### config.mk
export PLATFORM = sky130hd
export DESIGN_NAME = ttce_ctrl
export DESIGN_NICKNAME = d
export VERILOG_FILES = /design/src/rtl/ttce_pkg.sv /design/src/rtl/ttce_ctrl.sv
export SDC_FILE = /design/constraint.sdc
export NUM_CORES = 1
export LEC_CHECK = 0
export BUFFER_PORTS_ARGS = -buffer_cell sky130_fd_sc_hd__buf_4
export CELL_PAD_IN_SITES_DETAIL_PLACEMENT = 1
export CELL_PAD_IN_SITES_GLOBAL_PLACEMENT = 1
export CORE_UTILIZATION = 21
export CTS_CLUSTER_DIAMETER = 50
export DETAILED_ROUTE_END_ITERATION = 6
export PLACE_DENSITY_LB_ADDON = 0.1
export REMOVE_ABC_BUFFERS = 1
export SYNTH_ARGS = -nofsm -noshare
export SYNTH_HDL_FRONTEND = slang
export SYNTH_SLANG_ARGS = --single-unit
### constraint.sdc
create_clock -name i_clk -period 2.03 [get_ports i_clk]
set_input_delay 0.406 -clock i_clk [delete_from_list [all_inputs] [get_ports i_clk]]
set_output_delay 0.406 -clock i_clk [all_outputs]
set_load 0.01 [all_outputs]
### src/rtl/ttce_pkg.sv
`default_nettype none
// ----------------------------------------------------------------------------
// ttce_pkg
// shared types, constants and helper functions of the text terminal cursor engine
// ----------------------------------------------------------------------------
package ttce_pkg;

    localparam int BUFFER_DEPTH = 4096;
    localparam int ADDR_W       = $clog2(BUFFER_DEPTH);
    localparam int FILL_W       = ADDR_W + 1;
    localparam int SCREEN_WIDTH = 1024;
    localparam int FONT_SCALE   = 2;
    localparam int CELL         = 8 * FONT_SCALE;
    localparam int LA_LEN       = 11;
    localparam int CNT_W        = 4;
    localparam int X_W          = 10;
    localparam int Y_W          = 16;
    localparam int COLOR_W      = 24;
    localparam int CH_W         = 8;
    localparam int LS_W         = 8;
    localparam int CFG_IDX_W    = 2;

    localparam logic [CH_W-1:0] CH_BSLASH = 8'h5C;
    localparam logic [CH_W-1:0] CH_LPAREN = 8'h28;
    localparam logic [CH_W-1:0] CH_RPAREN = 8'h29;
    localparam logic [CH_W-1:0] CH_NL     = 8'h0A;
    localparam logic [CH_W-1:0] CH_BS     = 8'h08;
    localparam logic [CH_W-1:0] CH_TAB    = 8'h09;

    localparam logic [CFG_IDX_W-1:0] CFG_LINE_SPACING  = 2'd0;
    localparam logic [CFG_IDX_W-1:0] CFG_DEFAULT_COLOR = 2'd1;

    localparam logic [LS_W-1:0]    LS_RESET    = 8'd2;
    localparam logic [COLOR_W-1:0] COLOR_RESET = 24'hFFFFFF;

    localparam logic KIND_GLYPH = 1'b0;
    localparam logic KIND_CLEAR = 1'b1;

    typedef enum logic [1:0] {
        ACT_CHAR,
        ACT_WAIT,
        ACT_DROP,
        ACT_COLOR
    } t_act;

    typedef enum logic [1:0] {
        HK_OTHER,
        HK_NL,
        HK_BS,
        HK_TAB
    } t_head_kind;

    typedef enum logic [2:0] {
        ST_IDLE,
        ST_SCAN,
        ST_WALK,
        ST_CLEAR,
        ST_FLUSH
    } t_state;

    typedef struct packed {
        logic [X_W-1:0] x;
        logic [Y_W-1:0] y;
    } t_cursor;

    typedef struct packed {
        logic               kind;
        logic [X_W-1:0]     x_pos;
        logic [Y_W-1:0]     y_pos;
        logic [CH_W-1:0]    glyph;
        logic [COLOR_W-1:0] color;
        logic               last_result;
    } t_result;

    typedef struct packed {
        logic append;
        logic consume1;
        logic consume_all;
        logic load_color;
        logic do_nl;
        logic do_glyph;
        logic bs_start;
        logic walk;
        logic emit_clear;
        logic flush;
    } t_cmd;

    typedef struct packed {
        logic       count_zero;
        t_act       act;
        t_head_kind head_kind;
        logic       full;
        logic       fill_zero;
        logic       walk_done;
        logic       slot_ok;
        logic       out_free;
        logic       pend_valid;
    } t_stat;

    // {valid, nibble}
    function automatic logic [4:0] hex_val(input logic [CH_W-1:0] c);
        logic [4:0] r;
        r = 5'd0;
        if (c >= 8'h30 && c <= 8'h39) begin
            r = {1'b1, 4'(c - 8'h30)};
        end else if (c >= 8'h61 && c <= 8'h66) begin
            r = {1'b1, 4'(c - 8'h57)};
        end else if (c >= 8'h41 && c <= 8'h46) begin
            r = {1'b1, 4'(c - 8'h37)};
        end
        return r;
    endfunction

    function automatic t_cursor step_cursor(input t_cursor c, input logic nl,
                                            input logic [LS_W-1:0] ls);
        t_cursor      r;
        logic [X_W:0] ahead;
        r     = c;
        ahead = '0;
        if (nl) begin
            r.x = '0;
            r.y = c.y + Y_W'(CELL) + Y_W'(ls);
        end else begin
            r.x   = c.x + X_W'(CELL);
            ahead = {1'b0, r.x} + (X_W+1)'(CELL);
            if (ahead >= (X_W+1)'(SCREEN_WIDTH)) begin
                r.x = '0;
                r.y = c.y + Y_W'(CELL) + Y_W'(ls);
            end
        end
        return r;
    endfunction

endpackage
`default_nettype wire

### src/rtl/ttce_ctrl.sv
`default_nettype none
// ----------------------------------------------------------------------------
// ttce_ctrl
// sequencer: walks the lookahead window head by head and issues datapath commands
// ----------------------------------------------------------------------------
module ttce_ctrl (
    input  wire logic            i_clk,
    input  wire logic            i_rst_n,
    input  wire logic            i_in_valid,
    output logic                 o_in_ready,
    input  wire ttce_pkg::t_stat i_stat,
    output ttce_pkg::t_cmd       o_cmd
);
    ttce_pkg::t_state r_state, n_state;

    always_ff @(posedge i_clk) begin
        if (!i_rst_n) begin
            r_state <= ttce_pkg::ST_IDLE;
        end else begin
            r_state <= n_state;
        end
    end

    always_comb begin
        n_state    = r_state;
        o_cmd      = '0;
        o_in_ready = 1'b0;
        unique case (r_state)
            ttce_pkg::ST_IDLE: begin
                o_in_ready = 1'b1;
                if (i_in_valid) begin
                    o_cmd.append = 1'b1;
                    n_state      = ttce_pkg::ST_SCAN;
                end
            end
            ttce_pkg::ST_SCAN: begin
                if (i_stat.count_zero) begin
                    n_state = ttce_pkg::ST_FLUSH;
                end else begin
                    unique case (i_stat.act)
                        ttce_pkg::ACT_WAIT:  n_state = ttce_pkg::ST_FLUSH;
                        ttce_pkg::ACT_DROP:  o_cmd.consume1 = 1'b1;
                        ttce_pkg::ACT_COLOR: begin
                            o_cmd.load_color  = 1'b1;
                            o_cmd.consume_all = 1'b1;
                        end
                        ttce_pkg::ACT_CHAR: begin
                            unique case (i_stat.head_kind)
                                ttce_pkg::HK_NL: begin
                                    o_cmd.do_nl    = 1'b1;
                                    o_cmd.consume1 = 1'b1;
                                end
                                ttce_pkg::HK_TAB: o_cmd.consume1 = 1'b1;
                                ttce_pkg::HK_BS: begin
                                    o_cmd.consume1 = 1'b1;
                                    if (!i_stat.fill_zero) begin
                                        o_cmd.bs_start = 1'b1;
                                        n_state        = ttce_pkg::ST_WALK;
                                    end
                                end
                                ttce_pkg::HK_OTHER: begin
                                    if (i_stat.full) begin
                                        o_cmd.consume1 = 1'b1;
                                    end else if (i_stat.slot_ok) begin
                                        o_cmd.do_glyph = 1'b1;
                                        o_cmd.consume1 = 1'b1;
                                    end
                                end
                                default: ;
                            endcase
                        end
                        default: ;
                    endcase
                end
            end
            ttce_pkg::ST_WALK: begin
                o_cmd.walk = 1'b1;
                if (i_stat.walk_done) begin
                    o_cmd.walk = 1'b0;
                    n_state    = ttce_pkg::ST_CLEAR;
                end
            end
            ttce_pkg::ST_CLEAR: begin
                if (i_stat.slot_ok) begin
                    o_cmd.emit_clear = 1'b1;
                    n_state          = ttce_pkg::ST_SCAN;
                end
            end
            ttce_pkg::ST_FLUSH: begin
                if (!i_stat.pend_valid) begin
                    n_state = ttce_pkg::ST_IDLE;
                end else if (i_stat.out_free) begin
                    o_cmd.flush = 1'b1;
                    n_state     = ttce_pkg::ST_IDLE;
                end
            end
            default: n_state = ttce_pkg::ST_IDLE;
        endcase
    end
endmodule
`default_nettype wire

# Word level (Yosys, flattened, before mapping)
# Cells that the tools add are included.
# word_totals
wordCells,55
inputBits,14
regBits,3
out_inout_bits,11
# op_classes
mux,32
reduce_logical,5
eq_ne,17
# op_table
op,n
2-to-1 mux 3 bit,9
2-to-1 mux 1 bit,16
one-hot mux 3 bit (5 select lines),1
2-to-1 mux 6 bit,2
== test 2 bit (second input constant),4
AND reduction 7 bit,1
== test 3 x 2 -> 1 bit (second input constant),2
!= test 2 bit (second input constant),3
one-hot mux 3 bit (2 select lines),1
== test 2 x 1 -> 1 bit (second input constant),2
logical NOT 2 bit,2
!= test 4 x 2 -> 1 bit (second input constant),1
!= test 4 x 3 -> 1 bit (second input constant),1
!= test 4 bit (second input constant),1
one-hot mux 1 bit (2 select lines),2
== test 3 x 1 -> 1 bit (second input constant),1
== test 3 bit (second input constant),1
logical NOT 3 bit,1
!= test 3 bit (second input constant),1
OR reduction 3 bit,1
2-to-1 mux 2 bit,1

# Logic depth before layout (Yosys ltp)
# Gate-level depths: netlist (run 1).
# logic_depth
depth_word,6
depth_mapped,6
mapped_depth_nobuf,4

# Least setup slack after synthesis (run 1)
# Ideal clock, no wire load.
# synth_timing
kind,register -> output
from,register r_state[2]
to,output port o_cmd[5] in the netlist's numbering
path_slack_ps,-4
t_required_ps,1624
n_path_buf,2
stages_incl_launch_ff,6
arrival_time_ps,1628
cell_sequence,dfxtp_1 -> buf_6 -> or4b_1 -> buf_2 -> or3_4 -> nor3b_2
# synth_lines
element,line,source
"start, declared",ttce_ctrl.sv:14,"ttce_pkg::t_state r_state, n_state;"
"start signal, assigned",ttce_ctrl.sv:18,r_state <= ttce_pkg::ST_IDLE;
"start signal, assigned",ttce_ctrl.sv:20,r_state <= n_state;
"end, declared",ttce_ctrl.sv:12,output ttce_pkg::t_cmd o_cmd

==> results of run 1 <==
## logic make-up after synthesis
family          after synthesis  synth area share (%)
mux                           2                  5.88
buf+inv                       7                  11.8
flops                         3                  17.6
simple gates                 28                  48.2
compound gates                8                  16.5
## layout make-up
class / instances / area share, %
inverters: 3 / 1.88
clock buffers: 4 / 4.39
multi-input cells: 38 / 42.5
repair buffers: 30 / 37.7
flip-flops and latches: 3 / 10.3
well taps: 16 / 3.35
## worst max-delay path, stage by stage (launching register included)
cell	delay, ps
dfxtp_2	310
or4b_4	530
or3_4	350
nor3b_2	160
buf_4	140
## per-stage QoR
step                      setup TNS [ps]  hold slack, ps  utilization [%]  setup WS, ps
after CTS                           -253             464             39.6          -117
after floorplan                        0             545                -          49.7
final                               -214             464             39.7          -105
after global placement              -136             663             37.0         -69.3
after global routing                -452             473             39.7          -175
after detailed placement            -202             657             37.0         -92.3
## power by group
| part | internal (mW) | switching, mW | leakage [nW] |
|---|---|---|---|
| clock | 0.0736 | 0.0299 | 0.0150 |
| sequential | 0.0766 | 0.00852 | 0.0250 |
| combinational | 0.157 | 0.141 | 0.242 |
| total | 0.307 | 0.180 | 0.282 |
## cells in the mapped netlist (all sizes together)
library cell / n
a211oi: 1
inv: 3
a21oi: 3
or3b: 1
nor2: 6
nand4b: 1
and3: 1
nand2b: 1
o211ai: 1
dfxtp: 3
or2: 2
o2bb2ai: 1
and2: 1
or3: 1
nand2: 5
nor3b: 1
nor4: 1
nor3: 5
or4b: 1
and4: 1
mux2i: 2
o221ai: 1
o32ai: 1
buf: 4
## timing repair
item	4_1_cts	5_1_grt
endpoints found under the hold margin	0	0
resized for setup	3	1
setup endpoints to repair	4	4
pin swaps	2	1
gates cloned	0	0
buffers inserted	0	0
## routing by layer
layer | routed length (µm) | share of wire, % | up-vias
met5 | 0 | 0 | -
met4 | 6 | 0.55 | 0
met3 | 71 | 6.5 | 2
met2 | 524 | 48 | 13
met1 | 493 | 45 | 208
li1 | - | - | 235
## worst paths after layout
| kind | end | cells after the start | slack (ps) | startpoint |
|---|---|---|---|---|
| worst max-delay path | o_cmd[5] | 4 | -100 | r_state[2] |
| worst min-delay path | r_state[1] | 3 | 460 | i_rst_n |
| worst max register to register | r_state[0] | 5 | 250 | r_state[2] |
| worst min register to register | r_state[0] | 3 | 660 | r_state[0] |
## placed cells by master (no fill, tap or decap), drive strengths merged, types with 2 or more instances in the layout
cell type  Yosys  layout
nand2          5       5
nor3           5       5
dfxtp          3       3
inv            3       3
or2            2       2
buf            4      30
a21oi          3       3
clkbuf         0       4
mux2i          2       2
nor2           6       6
==> flow_summary.json, run 1 <==
{
  "holdCritPathClass": "in2reg",
  "design_area_um2": 598,
  "crit_fanout": 2,
  "yosysUniqueCellTypes": 26,
  "fp.dieH_um": 42.3,
  "netlist_instances": 48,
  "use_met1_pct": 16.8,
  "finalCritPeriodShare_pct": 105,
  "top_usage_layer": "met2",
  "netlist_top_cells_area": "dfxtp_1 (18%), nor3_1 (7.4%), nor2_1 (6.6%)",
  "finalHoldViolations": 0,
  "grt_pass1_wl_um": 1830,
  "grt_pass1_vias": 434,
  "die_w_um": 42.3,
  "layout.nets": 93,
  "n_fill_cell": 204,
  "wl_per_cell_um": 11.6,
  "dpl.cell_count": 90,
  "root_buffer": "clkbuf_4",
  "multi_input_area_um2": 254,
  "setup_viol": 4,
  "max_freq_mhz": 468,
  "start_util_pct": 22.6,
  "period_minus_slack_ps": 2130,
  "clock_path_buffers": 2,
  "instances_no_fill": 94,
  "dp_hpwl_um": 916,
  "num_vias": 458,
  "p_total_mw": 0.487,
  "gr-total-overflow": 0,
  "rows": 14,
  "cts_tree": "yes",
  "routed_wl_um": 1100,
  "clkSlewWorstSetupHoldPaths_ps": 40,
  "syn_area_per_cell_um2": 7.09,
  "htree_levels": 1,
  "gp_congestion": 0.723,
  "worst_ep_required_time_ps": 1620,
  "boundaryPins": 25,
  "irDropWorstVdd_mv": 0.589,
  "p_leak_nw": 0.282,
  "cap_violations": 0,
  "slew_headroom_pct": 75.8,
  "top_register": "r_state",
  "ys_ff_latch": 3,
  "die_area_mm2": 0.00179,
  "clock_latency_ps": 230,
  "first_iter_violations": 3,
  "place.port_buffers": 24,
  "drive_gt1_share_pct": 53.8,
  "area_growth_pct": 75.7,
  "violations": "negative setup slack",
  "grt_usage_pct": 12.8,
  "antenna_found_initial": 0,
  "top_regs": "r_state x3",
  "core_area_mm2": 0.00151,
  "postCtsHoldBufs": 0,
  "status": "finished with violations",
  "largest_register_ffs": 3,
  "rsz0062_at_grt": "yes",
  "synth_area_um2": 340,
  "drc_errors": 0,
  "drv_slew": 0,
  "clock_skew_ps": 5.67,
  "cp_data_arrival_time_ps": 1730,
  "via_per_inst": 4.87,
  "grtUsageMet2_pct": 20.6,
  "yosys.area.top_type_share_pct": 17.6,
  "antenna_cells": 0,
  "p_per_area_mw_per_mm2": 814,
  "met3_usage_pct": 3.88,
  "tightest_slew_ps": 363,
  "path_class": "reg2out",
  "ys_warn_count": 0,
  "grt_max_degree": 9,
  "cp-end-kind": "output port",
  "cp-start-kind": "flip-flop",
  "yosysTopAreaCell": "dfxtp_1",
  "firstDrtPassIters": 3,
  "cts.sinks": 3,
  "antenna_left": 0,
  "place_area_um2": 557,
  "cts_inserted_buffers": 3,
  "regArea_um2": 61.3,
  "yosysSeqAreaShare_pct": 17.6,
  "timing.final.ws_setup_ps": -105
}
Note: power is estimated with default switching activity, not from simulation.
==> run 2, diff against run 1 <==
--- a/config.mk
+++ b/config.mk
@@ -8,9 +8,11 @@
 export BUFFER_PORTS_ARGS = -buffer_cell sky130_fd_sc_hd__buf_4
 export CELL_PAD_IN_SITES_DETAIL_PLACEMENT = 1
 export CELL_PAD_IN_SITES_GLOBAL_PLACEMENT = 1
-export CORE_UTILIZATION = 21
+export CORE_AREA = 10 10 47 49
+export CTS_BUF_LIST = sky130_fd_sc_hd__clkbuf_8
 export CTS_CLUSTER_DIAMETER = 50
 export DETAILED_ROUTE_END_ITERATION = 6
+export DIE_AREA = 0 0 57 59
 export PLACE_DENSITY_LB_ADDON = 0.1
 export REMOVE_ABC_BUFFERS = 1
 export SYNTH_ARGS = -nofsm -noshare
==> constraint.sdc (replaced) <==
create_clock -name i_clk -period 2.5 [get_ports i_clk]
set_input_delay 0.5 -clock i_clk [delete_from_list [all_inputs] [get_ports i_clk]]
set_output_delay 0.5 -clock i_clk [all_outputs]
set_load 0.01 [all_outputs]
==> flow_summary.json, run 2 (synthesis results as in run 1) <==
{
  "top_usage_layer": "met2",
  "p_per_area_mw_per_mm2": 751,
  "start_util_pct": 24.3,
  "use_met1_pct": 9.50,
  "core_area_mm2": 0.00140,
  "clock_latency_ps": 220,
  "timing.final.ws_setup_ps": 86.3,
  "grt_max_degree": 9,
  "design_area_um2": 572,
  "place.port_buffers": 24,
  "grt_pass1_vias": 492,
  "htree_levels": 1,
  "drv_slew": 0,
  "cp_data_arrival_time_ps": 1910,
  "fp.dieH_um": 59,
  "antenna_cells": 0,
  "root_buffer": "clkbuf_8",
  "crit_fanout": 6,
  "via_per_inst": 5.01,
  "finalHoldViolations": 0,
  "rsz0062_at_grt": "no",
  "rows": 14,
  "post-place-ws_ps": 105,
  "grtUsageMet2_pct": 11.9,
  "antenna_left": 0,
  "layout.nets": 89,
  "max_freq_mhz": 414,
  "largest_register_ffs": 3,
  "finalSetupTns_ps": 0,
  "ctsResizeCount": 0,
  "setup_viol": 0,
  "clock_skew_ps": 1.76,
  "cts_inserted_buffers": 3,
  "cp-end-kind": "output port",
  "boundaryPins": 25,
  "status": "finished clean",
  "gr-total-overflow": 0,
  "firstDrtPassIters": 2,
  "routed_wl_um": 1340,
  "cts_tree": "yes",
  "n_fill_cell": 184,
  "wl_per_cell_um": 14.9,
  "drc_errors": 0,
  "area_growth_pct": 68.0,
  "grt_usage_pct": 8.38,
  "layout_common_cells": "buf_4 (26), nor2_1 (6), nand2_1 (5), nor3_1 (5), inv_1 (4)",
  "gp_congestion": 0.731,
  "cp-start-kind": "flip-flop",
  "p_total_mw": 0.430,
  "drive_gt1_share_pct": 45.9,
  "slew_headroom_pct": 78.1,
  "place_area_um2": 527,
  "first_iter_violations": 1,
  "finalCritPeriodShare_pct": 96.5,
  "final_common_cell": "buf_4",
  "holdCritPathClass": "in2reg",
  "num_vias": 451,
  "clkSlewWorstSetupHoldPaths_ps": 30,
  "grt_pass1_wl_um": 2240,
  "postCtsSetupRepairBufs": 0,
  "path_class": "reg2out",
  "clock_path_buffers": 2,
  "cts.sinks": 3,
  "tightest_slew_ps": 328,
  "die_w_um": 57,
  "top_register": "r_state",
  "met3_usage_pct": 4.51,
  "worst_ep_required_time_ps": 2000,
  "p_leak_nw": 0.270,
  "irDropWorstVdd_mv": 0.278,
  "die_area_mm2": 0.00336,
  "dp_hpwl_um": 1110,
  "cap_violations": 0,
  "period_minus_slack_ps": 2410,
  "postCtsHoldBufs": 0,
  "top_regs": "r_state x3",
  "antenna_found_initial": 0
}
run 2: path summary, 6_finish.rpt:
kind         slack [ps]  startpoint  cells after the start          to
min reg2reg         690  r_state[0]                      3  r_state[0]
min                 580     i_rst_n                      3  r_state[1]
max                  90  r_state[1]                      4    o_cmd[5]
max reg2reg         800  r_state[1]                      3  r_state[0]
run 2: cell type report:
| cell class | count | area (µm²) | area share, % |
|---|---|---|---|
| multi-input cells | 38 | 240 | 42.0 |
| well taps | 16 | 20.0 | 3.50 |
| clock inverters | 1 | 3.75 | 0.656 |
| inverters | 3 | 11.3 | 1.97 |
| repair buffers | 26 | 195 | 34.1 |
| flip-flops and latches | 3 | 60.1 | 10.5 |
| clock buffers | 3 | 41.3 | 7.22 |
run 2: critical path, cell delays in order (launching register included):
cell and delay (ps):
dfxtp_1 350, or4b_1 640, or3_4 380, nor3b_2 190, buf_4 140
run 2: per-layer routing:
metal | routed length (µm) | vias up
met5 | 0 | -
met4 | 36 | 0
met3 | 126 | 4
met2 | 545 | 25
met1 | 630 | 199
li1 | - | 223
run 2: stage by stage:
step	hold slack [ps]	utilization, %	cells
after detailed placement	668	37.6	86
after global routing	590	40.8	90
after global placement	656	37.6	86
after CTS	579	40.8	90
after floorplan	547	-	44
final	582	40.8	90
run 2: power breakdown:
group          internal [mW]  leakage, nW  switching, mW
Clock                  0.105       0.0269         0.0347
Combinational          0.110        0.219          0.112
Sequential            0.0615       0.0246        0.00714
Total                  0.276        0.270          0.154
==> run 3, diff against run 2 <==
--- a/config.mk
+++ b/config.mk
@@ -8,11 +8,9 @@
 export BUFFER_PORTS_ARGS = -buffer_cell sky130_fd_sc_hd__buf_4
 export CELL_PAD_IN_SITES_DETAIL_PLACEMENT = 1
 export CELL_PAD_IN_SITES_GLOBAL_PLACEMENT = 1
-export CORE_AREA = 10 10 47 49
-export CTS_BUF_LIST = sky130_fd_sc_hd__clkbuf_8
-export CTS_CLUSTER_DIAMETER = 50
+export CORE_MARGIN = 10
+export CORE_UTILIZATION = 26
 export DETAILED_ROUTE_END_ITERATION = 6
-export DIE_AREA = 0 0 57 59
 export PLACE_DENSITY_LB_ADDON = 0.1
 export REMOVE_ABC_BUFFERS = 1
 export SYNTH_ARGS = -nofsm -noshare
==> flow_summary.json, run 3 (synthesis results as in run 1) <==
{
  "status": "finished clean",
  "drv_slew": 0,
  "grt_max_degree": 10,
  "via_per_inst": 5.02,
  "p_total_mw": 0.365,
  "cts_tree": "yes",
  "htree_levels": 1,
  "finalCritPeriodShare_pct": 93.5,
  "tightest_slew_ps": 338,
  "largest_register_ffs": 3,
  "cp_data_arrival_time_ps": 1840,
  "gr-total-overflow": 0,
  "clock_latency_ps": 240,
  "p_sw_share_pct": 38.6,
  "cp-end-kind": "output port",
  "place.port_buffers": 24,
  "die_w_um": 56.2,
  "postCtsSetupRepairBufs": 0,
  "intPower_mw": 0.224,
  "path_class": "reg2out",
  "slew_headroom_pct": 77.5,
  "root_buffer": "clkbuf_4",
  "finalHoldViolations": 0,
  "finalSetupTns_ps": 0,
  "fp.dieH_um": 56.2,
  "post-place-ws_ps": 240,
  "crit_fanout": 9,
  "first_iter_violations": 2,
  "p_leak_nw": 0.252,
  "drc_errors": 0,
  "firstDrtPassIters": 4,
  "gp_congestion": 0.728,
  "setup_viol": 0,
  "clock_path_buffers": 2,
  "p_per_area_mw_per_mm2": 670,
  "grt_pass1_vias": 432,
  "num_vias": 437,
  "antenna_found_initial": 0,
  "die_area_mm2": 0.00316,
  "clock_skew_ps": 5.85,
  "final_common_cell": "buf_4",
  "postCtsHoldBufs": 0,
  "cts_inserted_buffers": 3,
  "core_area_mm2": 0.00117,
  "cts.sinks": 3,
  "boundaryPins": 25,
  "max_freq_mhz": 428,
  "clockPowerShare_pct": 24.3,
  "regToRegSetupSlack_ps": 800,
  "area_growth_pct": 59.9,
  "start_util_pct": 29.1,
  "antenna_left": 0,
  "rows": 12,
  "routed_wl_um": 1220,
  "grt_usage_pct": 7.85,
  "irDropWorstVdd_mv": 0.443,
  "ctsResizeCount": 0,
  "top_register": "r_state",
  "seq_power_share_pct": 25.6,
  "layout_common_cells": "buf_4 (25), nor2_1 (6), nand2_1 (5), nor3_1 (5)",
  "layout.nets": 88,
  "cp-start-kind": "flip-flop",
  "antenna_cells": 0,
  "rsz0062_at_grt": "no",
  "cap_violations": 0,
  "dpl.cell_count": 83,
  "grt_pass1_wl_um": 2040,
  "instances_no_fill": 87,
  "timing.final.ws_setup_ps": 162,
  "holdCritPathClass": "in2reg",
  "worst_ep_required_time_ps": 2000,
  "p_comb_share_pct": 50.1,
  "drive_gt1_share_pct": 46.6,
  "p_sw_mw": 0.141,
  "top_regs": "r_state x3",
  "clkSlewWorstSetupHoldPaths_ps": 30,
  "wl_per_cell_um": 14.1,
  "period_minus_slack_ps": 2340,
  "fin_hold_ws_ps": 541,
  "dp_hpwl_um": 1060
}
run 3: per-stage QoR:
step | utilization, % | area, µm²
after CTS | 46.4 | 543
after detailed placement | 44.1 | 517
after global routing | 46.5 | 544
final | 46.5 | 544
after global placement | 44.1 | 517
after floorplan | - | 312
run 3: power by group through the flow:
stage / clock, mW / combinational, mW / sequential, mW
4_1_cts: 0.0904 / 0.187 / 0.0925
5_1_grt: 0.0985 / 0.207 / 0.0974
6_report: 0.0886 / 0.183 / 0.0933
3_3_place_gp: 0 / 0.185 / 0.0927
2_1_floorplan: 0 / 0.108 / 0.0832
3_5_place_dp: 0 / 0.187 / 0.0934
run 3: final timing paths:
path	end	start	cells past startpoint
setup reg to reg	r_state[0]	r_state[2]	4
setup / recovery	o_cmd[4]	r_state[2]	5
hold / removal	r_state[0]	i_rst_n	3
hold reg to reg	r_state[0]	r_state[0]	2
run 3: area by class of cell:
cell class	count	area [µm²]
inverters	3	11.3
fillers	164	627
clock buffers	4	26.3
flip-flops and latches	3	61.3
multi-input cells	38	240
well taps	14	17.5
repair buffers	25	188
run 3: metal layers:
layer | wire length [µm] | vias up | global-route usage [%]
li1 | - | 223 | -
met1 | 497 | 194 | 8.43
met2 | 590 | 16 | 12.1
met3 | 105 | 4 | 3.42
met4 | 31 | 0 | 5.12
met5 | 0 | - | 0
run 3: worst max-delay path, stage by stage (launching register included):
cell and delay [ps]:
dfxtp_1 370, or4b_1 560, buf_4 170, nor3_1 190, and3_1 200, buf_4 120
